File: src/rtl/core/rhsv_pkg.sv
`default_nettype none
// ----------------------------------------------------------------------------
// rhsv_pkg
// Shared widths, hue constants and pipeline types for the RGB to HSV converter.
// ----------------------------------------------------------------------------
package rhsv_pkg;

   localparam int CHANNEL_BITS = 8;
   localparam int HUE_BITS     = 15;

   // hue scale: 64 units per degree
   localparam int HUE_Q_BITS       = 12;   // quotient of 3840*|diff|/delta fits 0..3840
   localparam int HUE_SIXTH_SHIFT  = 12;   // 3840 = 2^12 - 2^8
   localparam int HUE_SIXTH_SUB    = 8;
   localparam int DIV_STAGES       = (CHANNEL_BITS > HUE_Q_BITS) ? CHANNEL_BITS : HUE_Q_BITS;
   localparam int REM_BITS         = CHANNEL_BITS + DIV_STAGES;
   // front stage, numerator stage, divider stages, output stage
   localparam int NUM_STAGES       = DIV_STAGES + 3;

   typedef logic [CHANNEL_BITS-1:0] chan_type;
   typedef logic [HUE_BITS-1:0]     hue_type;
   typedef logic [REM_BITS-1:0]     rem_type;
   typedef logic [DIV_STAGES-1:0]   quo_type;

   localparam hue_type HUE_BASE_RED   = HUE_BITS'(0);
   localparam hue_type HUE_BASE_GREEN = HUE_BITS'(7680);
   localparam hue_type HUE_BASE_BLUE  = HUE_BITS'(15360);
   localparam hue_type HUE_FULL       = HUE_BITS'(23040);

   typedef enum logic [2:0] {
      SECT_RED   = 3'b001,
      SECT_GREEN = 3'b010,
      SECT_BLUE  = 3'b100
   } sector_type;

   typedef struct packed {
      chan_type   red;
      chan_type   green;
      chan_type   blue;
      chan_type   top;
      chan_type   bottom;
      sector_type sector;
   } front_type;

   typedef struct packed {
      rem_type    sat_rem;
      rem_type    hue_rem;
      quo_type    sat_quo;
      quo_type    hue_quo;
      chan_type   top;
      chan_type   delta;
      sector_type sector;
      logic       neg;
      logic       undef;
   } div_type;

endpackage
`default_nettype wire

File: src/rtl/core/rhsv_if.sv
`default_nettype none
// ----------------------------------------------------------------------------
// rhsv_if
// Valid/ready channels carrying RGB requests and HSV responses.
// ----------------------------------------------------------------------------
interface rhsv_req_if;
   import rhsv_pkg::*;

   logic     valid;
   logic     ready;
   chan_type red_in;
   chan_type green_in;
   chan_type blue_in;

   modport source (output valid, output red_in, output green_in, output blue_in,
                   input ready);
   modport sink   (input valid, input red_in, input green_in, input blue_in,
                   output ready);
endinterface

interface rhsv_rsp_if;
   import rhsv_pkg::*;

   logic     valid;
   logic     ready;
   hue_type  hue_out;
   chan_type saturation_out;
   chan_type value_out;
   logic     hue_undefined;

   modport source (output valid, output hue_out, output saturation_out,
                   output value_out, output hue_undefined, input ready);
   modport sink   (input valid, input hue_out, input saturation_out,
                   input value_out, input hue_undefined, output ready);
endinterface
`default_nettype wire

File: src/rtl/core/rgb_to_hsv_pixel_converter_top.sv
`default_nettype none
// ----------------------------------------------------------------------------
// rgb_to_hsv_pixel_converter_top
// Pipelined RGB to HSV conversion, one pixel per clock unless the response stalls.
// ----------------------------------------------------------------------------
//  channel    dir  handshake          payload
//  req_chan   in   valid / ready      red_in, green_in, blue_in
//  rsp_chan   out  valid / ready      hue_out, saturation_out, value_out,
//                                     hue_undefined
//
//  Pipeline: max/min stage, numerator stage, one restoring divide step per
//  stage, output register. One pixel per clock while responses are taken;
//  both divides run side by side per stage.
//  Synchronous reset clears only the stage valid bits.
//  Each stage holds while its successor is full and stalled; empty stages
//  keep filling, so requests are taken while a response waits.
// ----------------------------------------------------------------------------
module rgb_to_hsv_pixel_converter_top (
   input  wire        clock,
   input  wire        reset,
   rhsv_req_if.sink   req_chan,
   rhsv_rsp_if.source rsp_chan
);
   import rhsv_pkg::*;

   localparam int LAST = NUM_STAGES - 1;

   logic [NUM_STAGES-1:0] vld_ff;
   logic [NUM_STAGES:0]   ld;

   front_type front_ff;
   front_type front_in;
   div_type   div_ff [DIV_STAGES+1];
   div_type   div_in [DIV_STAGES+1];

   hue_type  hue_ff,   hue_in;
   chan_type sat_ff,   sat_in;
   chan_type value_ff;
   logic     undef_ff;

   // stage load enables, back to front
   always_comb begin
      ld[NUM_STAGES] = rsp_chan.ready;
      for (int s = LAST; s >= 0; s--) begin
         ld[s] = !vld_ff[s] || ld[s+1];
      end
   end

   always_ff @(posedge clock) begin
      if (reset) begin
         vld_ff <= '0;
      end else begin
         if (ld[0]) begin
            vld_ff[0] <= req_chan.valid;
         end
         for (int s = 1; s < NUM_STAGES; s++) begin
            if (ld[s]) begin
               vld_ff[s] <= vld_ff[s-1];
            end
         end
      end
   end

   // ---- stage 0: max, min, dominant channel (red wins ties, then green)
   always_comb begin
      chan_type r, g, b;
      r = req_chan.red_in;
      g = req_chan.green_in;
      b = req_chan.blue_in;
      front_in.red   = r;
      front_in.green = g;
      front_in.blue  = b;
      priority if (r >= g && r >= b) begin
         front_in.top    = r;
         front_in.sector = SECT_RED;
      end else if (g >= b) begin
         front_in.top    = g;
         front_in.sector = SECT_GREEN;
      end else begin
         front_in.top    = b;
         front_in.sector = SECT_BLUE;
      end
      priority if (r <= g && r <= b) begin
         front_in.bottom = r;
      end else if (g <= b) begin
         front_in.bottom = g;
      end else begin
         front_in.bottom = b;
      end
   end

   always_ff @(posedge clock) begin
      if (ld[0]) begin
         front_ff <= front_in;
      end
   end

   // ---- stage 1: delta, |diff| and both dividends
   always_comb begin
      chan_type a, b, delta, adiff;
      logic     neg;
      unique case (front_ff.sector)
         SECT_RED: begin
            a = front_ff.green;
            b = front_ff.blue;
         end
         SECT_GREEN: begin
            a = front_ff.blue;
            b = front_ff.red;
         end
         SECT_BLUE: begin
            a = front_ff.red;
            b = front_ff.green;
         end
         default: begin
            a = '0;
            b = '0;
         end
      endcase
      delta = front_ff.top - front_ff.bottom;
      neg   = (a < b);
      adiff = neg ? (b - a) : (a - b);

      div_in[0].sat_rem = (REM_BITS'(delta) << CHANNEL_BITS) - REM_BITS'(delta);
      div_in[0].hue_rem = (REM_BITS'(adiff) << HUE_SIXTH_SHIFT)
                        - (REM_BITS'(adiff) << HUE_SIXTH_SUB);
      div_in[0].sat_quo = '0;
      div_in[0].hue_quo = '0;
      div_in[0].top     = front_ff.top;
      div_in[0].delta   = delta;
      div_in[0].sector  = front_ff.sector;
      div_in[0].neg     = neg;
      div_in[0].undef   = (delta == '0);
   end

   always_ff @(posedge clock) begin
      if (ld[1]) begin
         div_ff[0] <= div_in[0];
      end
   end

   // ---- restoring divide, one quotient bit of each divide per stage
   for (genvar i = 0; i < DIV_STAGES; i++) begin : g_div
      localparam int QBIT = DIV_STAGES - 1 - i;

      always_comb begin
         rem_type sat_dvs, hue_dvs;
         sat_dvs    = REM_BITS'(div_ff[i].top)   << QBIT;
         hue_dvs    = REM_BITS'(div_ff[i].delta) << QBIT;
         div_in[i+1] = div_ff[i];
         if (div_ff[i].sat_rem >= sat_dvs) begin
            div_in[i+1].sat_rem       = div_ff[i].sat_rem - sat_dvs;
            div_in[i+1].sat_quo[QBIT] = 1'b1;
         end
         if (div_ff[i].hue_rem >= hue_dvs) begin
            div_in[i+1].hue_rem       = div_ff[i].hue_rem - hue_dvs;
            div_in[i+1].hue_quo[QBIT] = 1'b1;
         end
      end

      always_ff @(posedge clock) begin
         if (ld[i+2]) begin
            div_ff[i+1] <= div_in[i+1];
         end
      end
   end

   // ---- output stage: apply sector base and wrap
   always_comb begin
      div_type d;
      hue_type q, base;
      d = div_ff[DIV_STAGES];
      q = HUE_BITS'(d.hue_quo[HUE_Q_BITS-1:0]);
      unique case (d.sector)
         SECT_RED:   base = HUE_BASE_RED;
         SECT_GREEN: base = HUE_BASE_GREEN;
         SECT_BLUE:  base = HUE_BASE_BLUE;
         default:    base = HUE_BASE_RED;
      endcase
      // grey or black: delta is zero, so the hue divisor was zero and the hue quotient is junk
      priority if (d.undef) begin
         hue_in = '0;
      end else if (d.neg && d.sector == SECT_RED) begin
         hue_in = HUE_FULL - q;
      end else if (d.neg) begin
         hue_in = base - q;
      end else begin
         hue_in = base + q;
      end
      sat_in = d.undef ? '0 : d.sat_quo[CHANNEL_BITS-1:0];
   end

   always_ff @(posedge clock) begin
      if (ld[LAST]) begin
         hue_ff   <= hue_in;
         sat_ff   <= sat_in;
         value_ff <= div_ff[DIV_STAGES].top;
         undef_ff <= div_ff[DIV_STAGES].undef;
      end
   end

   assign req_chan.ready          = ld[0];
   assign rsp_chan.valid          = vld_ff[LAST];
   assign rsp_chan.hue_out        = hue_ff;
   assign rsp_chan.saturation_out = sat_ff;
   assign rsp_chan.value_out      = value_ff;
   assign rsp_chan.hue_undefined  = undef_ff;

endmodule
`default_nettype wire

File: src/flat_wrapper.sv
// flat-port wrapper written by rule: the top's interface ports become plain ports
module rgb_to_hsv_pixel_converter_top_flat import rhsv_pkg::*;
  (clock, reset, req_chan_valid, req_chan_red_in, req_chan_green_in, req_chan_blue_in, req_chan_ready, rsp_chan_valid, rsp_chan_hue_out, rsp_chan_saturation_out, rsp_chan_value_out, rsp_chan_hue_undefined, rsp_chan_ready);
  rhsv_req_if req_chan_i ();
  rhsv_rsp_if rsp_chan_i ();
  input  wire clock;
  input  wire reset;
  input wire logic [$bits(req_chan_i.valid)-1:0] req_chan_valid;
  input wire logic [$bits(req_chan_i.red_in)-1:0] req_chan_red_in;
  input wire logic [$bits(req_chan_i.green_in)-1:0] req_chan_green_in;
  input wire logic [$bits(req_chan_i.blue_in)-1:0] req_chan_blue_in;
  output wire logic [$bits(req_chan_i.ready)-1:0] req_chan_ready;
  output wire logic [$bits(rsp_chan_i.valid)-1:0] rsp_chan_valid;
  output wire logic [$bits(rsp_chan_i.hue_out)-1:0] rsp_chan_hue_out;
  output wire logic [$bits(rsp_chan_i.saturation_out)-1:0] rsp_chan_saturation_out;
  output wire logic [$bits(rsp_chan_i.value_out)-1:0] rsp_chan_value_out;
  output wire logic [$bits(rsp_chan_i.hue_undefined)-1:0] rsp_chan_hue_undefined;
  input wire logic [$bits(rsp_chan_i.ready)-1:0] rsp_chan_ready;
  assign req_chan_i.valid = req_chan_valid;
  assign req_chan_i.red_in = req_chan_red_in;
  assign req_chan_i.green_in = req_chan_green_in;
  assign req_chan_i.blue_in = req_chan_blue_in;
  assign req_chan_ready = req_chan_i.ready;
  assign rsp_chan_valid = rsp_chan_i.valid;
  assign rsp_chan_hue_out = rsp_chan_i.hue_out;
  assign rsp_chan_saturation_out = rsp_chan_i.saturation_out;
  assign rsp_chan_value_out = rsp_chan_i.value_out;
  assign rsp_chan_hue_undefined = rsp_chan_i.hue_undefined;
  assign rsp_chan_i.ready = rsp_chan_ready;
  rgb_to_hsv_pixel_converter_top u_core (.clock(clock), .reset(reset), .req_chan(req_chan_i), .rsp_chan(rsp_chan_i));
endmodule
File: config.mk
export PLATFORM = sky130hd
export DESIGN_NAME = rgb_to_hsv_pixel_converter_top_flat
export DESIGN_NICKNAME = d
export VERILOG_FILES = /design/src/rtl/core/rhsv_pkg.sv /design/src/rtl/core/rhsv_if.sv /design/src/rtl/core/rgb_to_hsv_pixel_converter_top.sv /design/src/flat_wrapper.sv
export SDC_FILE = /design/constraint.sdc
export NUM_CORES = 1
export LEC_CHECK = 0
export ABC_AREA = 1
export BUFFER_PORTS_ARGS = -buffer_cell sky130_fd_sc_hd__buf_2
export CAP_MARGIN = 10
export CORE_AREA = 4 4 291 293
export CTS_CLUSTER_DIAMETER = 60
export DETAILED_ROUTE_END_ITERATION = 16
export DIE_AREA = 0 0 295 297
export GPL_ROUTABILITY_DRIVEN = 0
export MAX_ROUTING_LAYER = met4
export PLACE_DENSITY = 0.72
export SYNTH_ARGS = -nofsm -noshare
export SYNTH_HDL_FRONTEND = slang
export SYNTH_SLANG_ARGS = --single-unit
File: constraint.sdc
create_clock -name clock -period 9.2 [get_ports clock]
set_input_delay 1.84 -clock clock [delete_from_list [all_inputs] [get_ports clock]]
set_output_delay 1.84 -clock clock [all_outputs]
set_load 0.01 [all_outputs]
==> impl_metrics.ini, run 1 <==
[status]
run_status = finished clean

[critical_path]
cp_top_family = simple AND/OR/NAND/NOR gates
critPathRequiredTime_ns = 7.36
crit_chain = buf_2 -> inv_1 -> nand4_4 -> nor2_2 -> nand2_4 -> nor2_4 -> nand2_2 -> nor2_2 -> nand4_4 -> nor2_4 -> nand4_2 -> buf_4 -> buf_2
critical_path_class = primary input to primary output
crit_path_start = rsp_chan_ready
worstReg2RegStart = u_core.div_in[1023]$_SDFFCE_PP0P_
cp_max_fo = 57
max_stage_delay_ns = 0.79
arrival_ns = 5.24
end_kind = primary output
critPathSlowestCell = nand4_4
startpoint_type = primary input
worst-path-buf-inv = 4

[detailed_routing]
vias = 27800
wire_per_inst_um = 13.7
detail-route-antenna-nets = 0
drtIter0Drc = 1399
routed_wl_um = 73700
drc = 0
dr.pass1.iters = 5
via_per_inst = 5.17

[yosys]
synth_common_cells = edfxtp_1, nand2_1, inv_1
async_flop_share_pct = 0
yosysWarnings = 0
synth_seq_cells = 866
yosysUniqueCellTypes = 69
netlist_instances = 4119
synth_top_area_share_pct = 58.0
synth_nets = 4421
yosysTopAreaCell = edfxtp_1
synthMostInstantiatedCell = edfxtp_1
synth_area_leaders = edfxtp_1, ha_1, nand2_1, inv_1, nor2_1
synth_flop_cell = edfxtp_1
synth_edf_count = 851
syn_area_mm2 = 0.0441
avgSynthCellArea_um2 = 10.7
seq_area_frac_synth_pct = 58.7

[timing]
setup_viol = 0
layout_min_cycle_time_ns = 7.08
fin_setup_tns_ns = 0
slew_headroom_pct = 20.2
worst_pin_slew_ns = 1.19
drv_slew = 0
fmax_mhz = 141
hold_violations = 0
min_period_over_period_pct = 77.0
rsz0062_at_grt = no
clock_skew_ns = 0.0305

[flow_run]
cap_violations = 0

[die]
fp-row-count = 105
die-area_mm2 = 0.0876
die_width_um = 295
die_y_um = 297
start_util_pct = 53.8
boundaryPins = 62
coreArea_mm2 = 0.0818

[cells_and_area]
final-seq-area_mm2 = 0.0259
syn2layout_area_growth_pct = 10.3
multiInputGateArea_mm2 = 0.0155
stdcell_area_mm2 = 0.0486
num_antenna_cells = 0
nets = 4549
drive_above_1_share_pct = 7.90
final.fill_count = 6451

[placement]
dpl-instance-area_mm2 = 0.0456
dp_hpwl_um = 55800
port_buffers = 61

[clock_tree]
cts_tree = built
cts_made_buffers = 91
cts.clk_slew.worst_paths_ns = 0.06
holdBufCountCts = 0
clock_latency_ns = 0.65
cts_resized = 0
cts_buffer_depth = 3
clock_sinks = 866
htreeDepth = 3
cts_root_buf = clkbuf_16
post-cts-setup-buffers = 0

[worst_hold_path]
hold_path.class = flip-flop to flip-flop
hp-start = u_core.div_ff[2][25]$_DFFE_PP_

[global_route]
grt_pass1_vias = 27600
track_usage_pct = 17.3
antenna_found_initial = 0
grt_overflow = 0
grt_max_degree = 75
grt_pass1_wl_um = 124000

[pwr]
ir_worst_vdd_uv = 210
leakage_nw = 20.8
p_per_area_mw_per_mm2 = 384
power_mw = 18.7
==> per-layer routing <==
layer	share of wire (%)	vias to the layer above	global-route usage, %
met3	2.8	197	2.29
li1	-	14400	-
met1	39	12800	17.7
met2	55	451	33.3
met5	0	-	-
met4	3.8	0	6.82
==> report_power, final <==
part	leakage (nW)	internal (mW)	switching, mW	total [mW]
clock	1.45	2.14	1.49	3.63
sequential	8.98	6.61	0.900	7.51
combinational	10.4	3.06	4.48	7.55
total	20.8	11.8	6.88	18.7
==> layout make-up <==
cell class / instances / share of cell area, %
flip-flops and latches: 866 / 53.2
multi-input cells: 2554 / 31.9
inverters: 663 / 5.14
clock buffers: 108 / 4.94
well taps: 1070 / 2.75
clock inverters: 57 / 1.27
repair buffers: 71 / 0.782
==> cell usage in the layout, fill, tap and decap left out, types with 14 or more instances in the layout <==
cell type and count:
inv_1 642, nand3_1 131, xnor2_1 90, o21ai_1 24
edfxtp_1 851, nor4_1 37, xor2_1 137, nand3b_1 15
inv_2 16, a31oi_1 14, nor2_1 353, o211ai_1 18
clkbuf_16 92, nor3_1 56, or2_2 21, buf_2 61
nor2_2 18, nand2_2 20, o21ai_0 229, dfxtp_1 15
nand2_1 684, a21oi_1 220, fa_1 25, ha_1 249
clkinv_1 18, nand4_1 47
==> worst register-to-register path, delay by kind of cell, from the launching register on <==
family,cells,cell delay [ns]
xor gates and xnor gates,2,0.37
buffers and inverters,4,0.59
AOI/OAI and AO/OA,3,0.61
adders and majority gates,3,1.02
DFF,1,0.42
and+or+nand+nor,7,1.27
==> cell families (layout without fill, tap and decap cells) <==
logic type	count (synthesis)	after routing	synth area share (%)
other cells	1	1	0.00851
flops	866	866	58.7
simple gates	1434	1434	14.5
compound gates	617	617	7.98
fa+ha+maj	274	274	8.21
xor+xnor	227	227	4.51
mux	1	1	0.0256
buf+inv	699	899	6.14
==> registers in the layout (all words and copies together) (netlist names) <==
register,count
u_core.div_ff,776
u_core.front_ff,32
u_core.rsp_chan.hue_out,15
u_core.vld_ff,15
u_core.div_in,11
u_core.rsp_chan.saturation_out,8
u_core.rsp_chan.value_out,8
u_core.rsp_chan.hue_undefined,1
==> through the flow <==
| step | utilization [%] | hold WS, ns | setup WS, ns | cells |
|---|---|---|---|---|
| 3_3_place_gp | 55.7 | 0.400 | 2.14 | 5224 |
| 6_report | 59.4 | 0.403 | 2.12 | 5389 |
| 2_1_floorplan | - | 0.400 | 0.255 | 4119 |
| 3_5_place_dp | 55.7 | 0.405 | 2.04 | 5224 |
| 5_1_grt | 59.4 | 0.409 | 1.72 | 5389 |
| 4_1_cts | 59.4 | 0.405 | 2.03 | 5389 |
==> final timing paths <==
kind                                endpoint  slack [ns]  cells after the start
max                           req_chan_ready        2.12                     13
min          u_core.div_ff[2][110]$_DFFE_PP_        0.40                      0
max reg2reg   u_core.div_ff[0][61]$_DFFE_PP_        4.65                     19
min reg2reg  u_core.div_ff[2][110]$_DFFE_PP_        0.40                      0
Note: power is estimated with default switching activity, not from simulation.
==> inputs of run 2 (changes only) <==
ABC_AREA = 0   (was 1)
CORE_AREA = 4 4 286 288   (was 4 4 291 293)
DIE_AREA = 0 0 290 292   (was 0 0 295 297)
clock period = 6.4 ns   (was 9.2 ns; I/O delays follow)
==> run 2 against run 1 <==
  * Final area shrank 3.1%
  * Combinational power grew 26%
  * Clock-buffer cell count shrank 6
  * Wire length shrank 7.3%
  * Global-route usage shrank 0.94 points
  * Final cell count shrank 13%
  * Sequential power grew 42%
  * Hold slack lost 0.0049 ns
  * Non-clock buffer count grew 12
  * Synthesized area shrank 3.5%
  * Largest power group is now sequential cells
==> impl_metrics.ini, run 2 <==
[yosys]
synth_common_cells = edfxtp_1, inv_1, nor2_1
async_flop_share_pct = 0
yosysTopAreaCell = edfxtp_1
avgSynthCellArea_um2 = 12.2
yosysUniqueCellTypes = 83
synth_edf_count = 851
yosysWarnings = 0
synth_top_area_share_pct = 60.1
synthMostInstantiatedCell = edfxtp_1
syn_area_mm2 = 0.0425
seq_area_frac_synth_pct = 60.8
synth_nets = 3776
synth_flop_cell = edfxtp_1
netlist_instances = 3474
synth_seq_cells = 866
synth_area_leaders = edfxtp_1, ha_1, inv_1, nor2_1, o21ai_0

[detailed_routing]
detail-route-antenna-nets = 0
via_per_inst = 5.35
wire_per_inst_um = 14.5
drc = 0
routed_wl_um = 68300
vias = 25200
dr.pass1.iters = 5
drtIter0Drc = 1180

[placement]
port_buffers = 61
dpl.cell_count = 4547
dp_slack_ns = 0.892
dp_hpwl_um = 50200

[timing]
slew_headroom_pct = 23.8
fin_setup_tns_ns = 0
whs_ns = 0.398
drv_slew = 0
fmax_mhz = 183
worst_pin_slew_ns = 1.14
layout_min_cycle_time_ns = 5.47
rsz0062_at_grt = no
clock_skew_ns = 0.0261
min_period_over_period_pct = 85.4
hold_violations = 0
setup_viol = 0
setup_slack_ns = 0.934

[pwr]
leakage_nw = 18.8
p_per_area_mw_per_mm2 = 539
p_comb_share_pct = 37.5
pwr-share-clk_pct = 20.3
p_switching_mw = 8.59
power.internal_mw = 16.8
p_sw_share_pct = 33.8
ir_worst_vdd_uv = 267
sequentialPowerShare_pct = 42.2

[global_route]
grt_max_degree = 72
grt_overflow = 0
antenna_found_initial = 0
grt_pass1_vias = 24900
track_usage_pct = 16.4
grt_pass1_wl_um = 113000

[clock_tree]
holdBufCountCts = 0
cts_tree = built
cts_root_buf = clkbuf_16
cts.clk_slew.worst_paths_ns = 0.06
post-cts-setup-buffers = 0
cts_buffer_depth = 3
cts_made_buffers = 90
cts_resized = 0
clock_latency_ns = 0.65
htreeDepth = 3
clock_sinks = 866

[cells_and_area]
syn2layout_area_growth_pct = 10.8
num_antenna_cells = 0
mostFrequentLayoutCells = edfxtp_1, inv_1, nor2_1
final.fill_count = 6152
final_common_cell = edfxtp_1
largest_reg_flops = 776
top_register = u_core.div_ff
finalNonFillerCells = 4713
drive_above_1_share_pct = 7.70
nets = 3892
reg_top3 = u_core.div_ff: 776 flops, u_core.front_ff: 32 flops

[die]
start_util_pct = 53.9
fp-row-count = 103
boundaryPins = 62
die_y_um = 292
die-area_mm2 = 0.0847
die_width_um = 290
coreArea_mm2 = 0.0789

[critical_path]
arrival_ns = 4.19
worstReg2RegStart = u_core.div_in[1023]$_SDFFCE_PP0P_
cp_max_fo = 56
startpoint_type = primary input
critical_path_class = primary input to primary output
critPathRequiredTime_ns = 5.12
end_kind = primary output
ff2ff_setup_slack_ns = 1.16
crit_path_start = rsp_chan_ready

[flow_run]
cap_violations = 0

[worst_hold_path]
hp-start = u_core.div_ff[1][113]$_DFFE_PP_
hold_path.class = flip-flop to flip-flop

[status]
run_status = finished clean
==> run 2: changes by cell type after synthesis, moves of 35 or more <==
cell / change
nor2_1: -72
inv_1: -259
nand2_1: -470
a21boi_0: +53
nand2b_1: +41
o31ai_1: +44
nand3_1: -94
clkbuf_1: +36
a21oi_1: -64
nor2b_1: +72
or3_1: +35
==> run 2: per-layer routing <==
layer / track usage, % / vias up / share of wire [%]
li1: - / 12800 / -
met1: 17.7 / 11800 / 40
met2: 30.4 / 403 / 53
met3: 2.65 / 179 / 3.1
met4: 6.06 / 0 / 3.6
met5: - / - / 0
==> run 2: logic make-up (layout without fill, tap and decap cells) <==
group / count (synthesis) / count (layout) / synth area share [%]
compound gates: 668 / 668 / 9.94
xor+xnor: 227 / 227 / 4.69
fa+ha+maj: 274 / 274 / 8.50
buf+inv: 448 / 637 / 3.98
flops: 866 / 866 / 60.8
mux: 41 / 41 / 1.02
other cells: 1 / 1 / 0.00882
simple gates: 949 / 949 / 11.1
==> run 2: metrics by stage <==
step                total power [mW]  utilization, %  area, um2
floorplan                       18.1               -      42500
global placement                20.0            55.9      44100
detailed placement              20.3            55.9      44100
CTS                             25.6            59.7      47100
global route                    27.3            59.8      47100
finish                          25.4            59.8      47100
==> run 2: layout make-up <==
cell class	count	area [um2]	share of cell area, %
repair buffers	83	478	1.01
inverters	389	1460	3.10
clock inverters	63	669	1.42
clock buffers	102	2340	4.96
flip-flops and latches	866	25900	54.9
multi-input cells	2160	15000	31.9
well taps	1050	1310	2.79
==> run 2: worst paths after layout <==
check | end | cells past startpoint
max reg2reg | u_core.div_ff[0][64]$_DFFE_PP_ | 19
min | u_core.div_ff[1][198]$_DFFE_PP_ | 0
max | req_chan_ready | 12
min reg2reg | u_core.div_ff[1][198]$_DFFE_PP_ | 0
==> run 2: power by group through the flow <==
stage / clock network (mW) / logic, mW / registers (mW)
after detailed placement: 0 / 9.47 / 10.8
after floorplan: 0 / 7.65 / 10.4
after global routing: 5.54 / 10.8 / 11.0
after global placement: 0 / 9.18 / 10.8
after CTS: 5.29 / 9.54 / 10.7
final: 5.16 / 9.52 / 10.7
==> run 2: worst max-delay path, stage by stage <==
cell	delay, ns
buf_2	0.10
nor2b_1	0.24
inv_1	0.11
nor2_1	0.23
and2_1	0.27
and3_1	0.30
and3_1	0.33
nand3_2	0.09
buf_4	0.31
nor2_1	0.50
nand3_2	0.21
buf_2	0.19
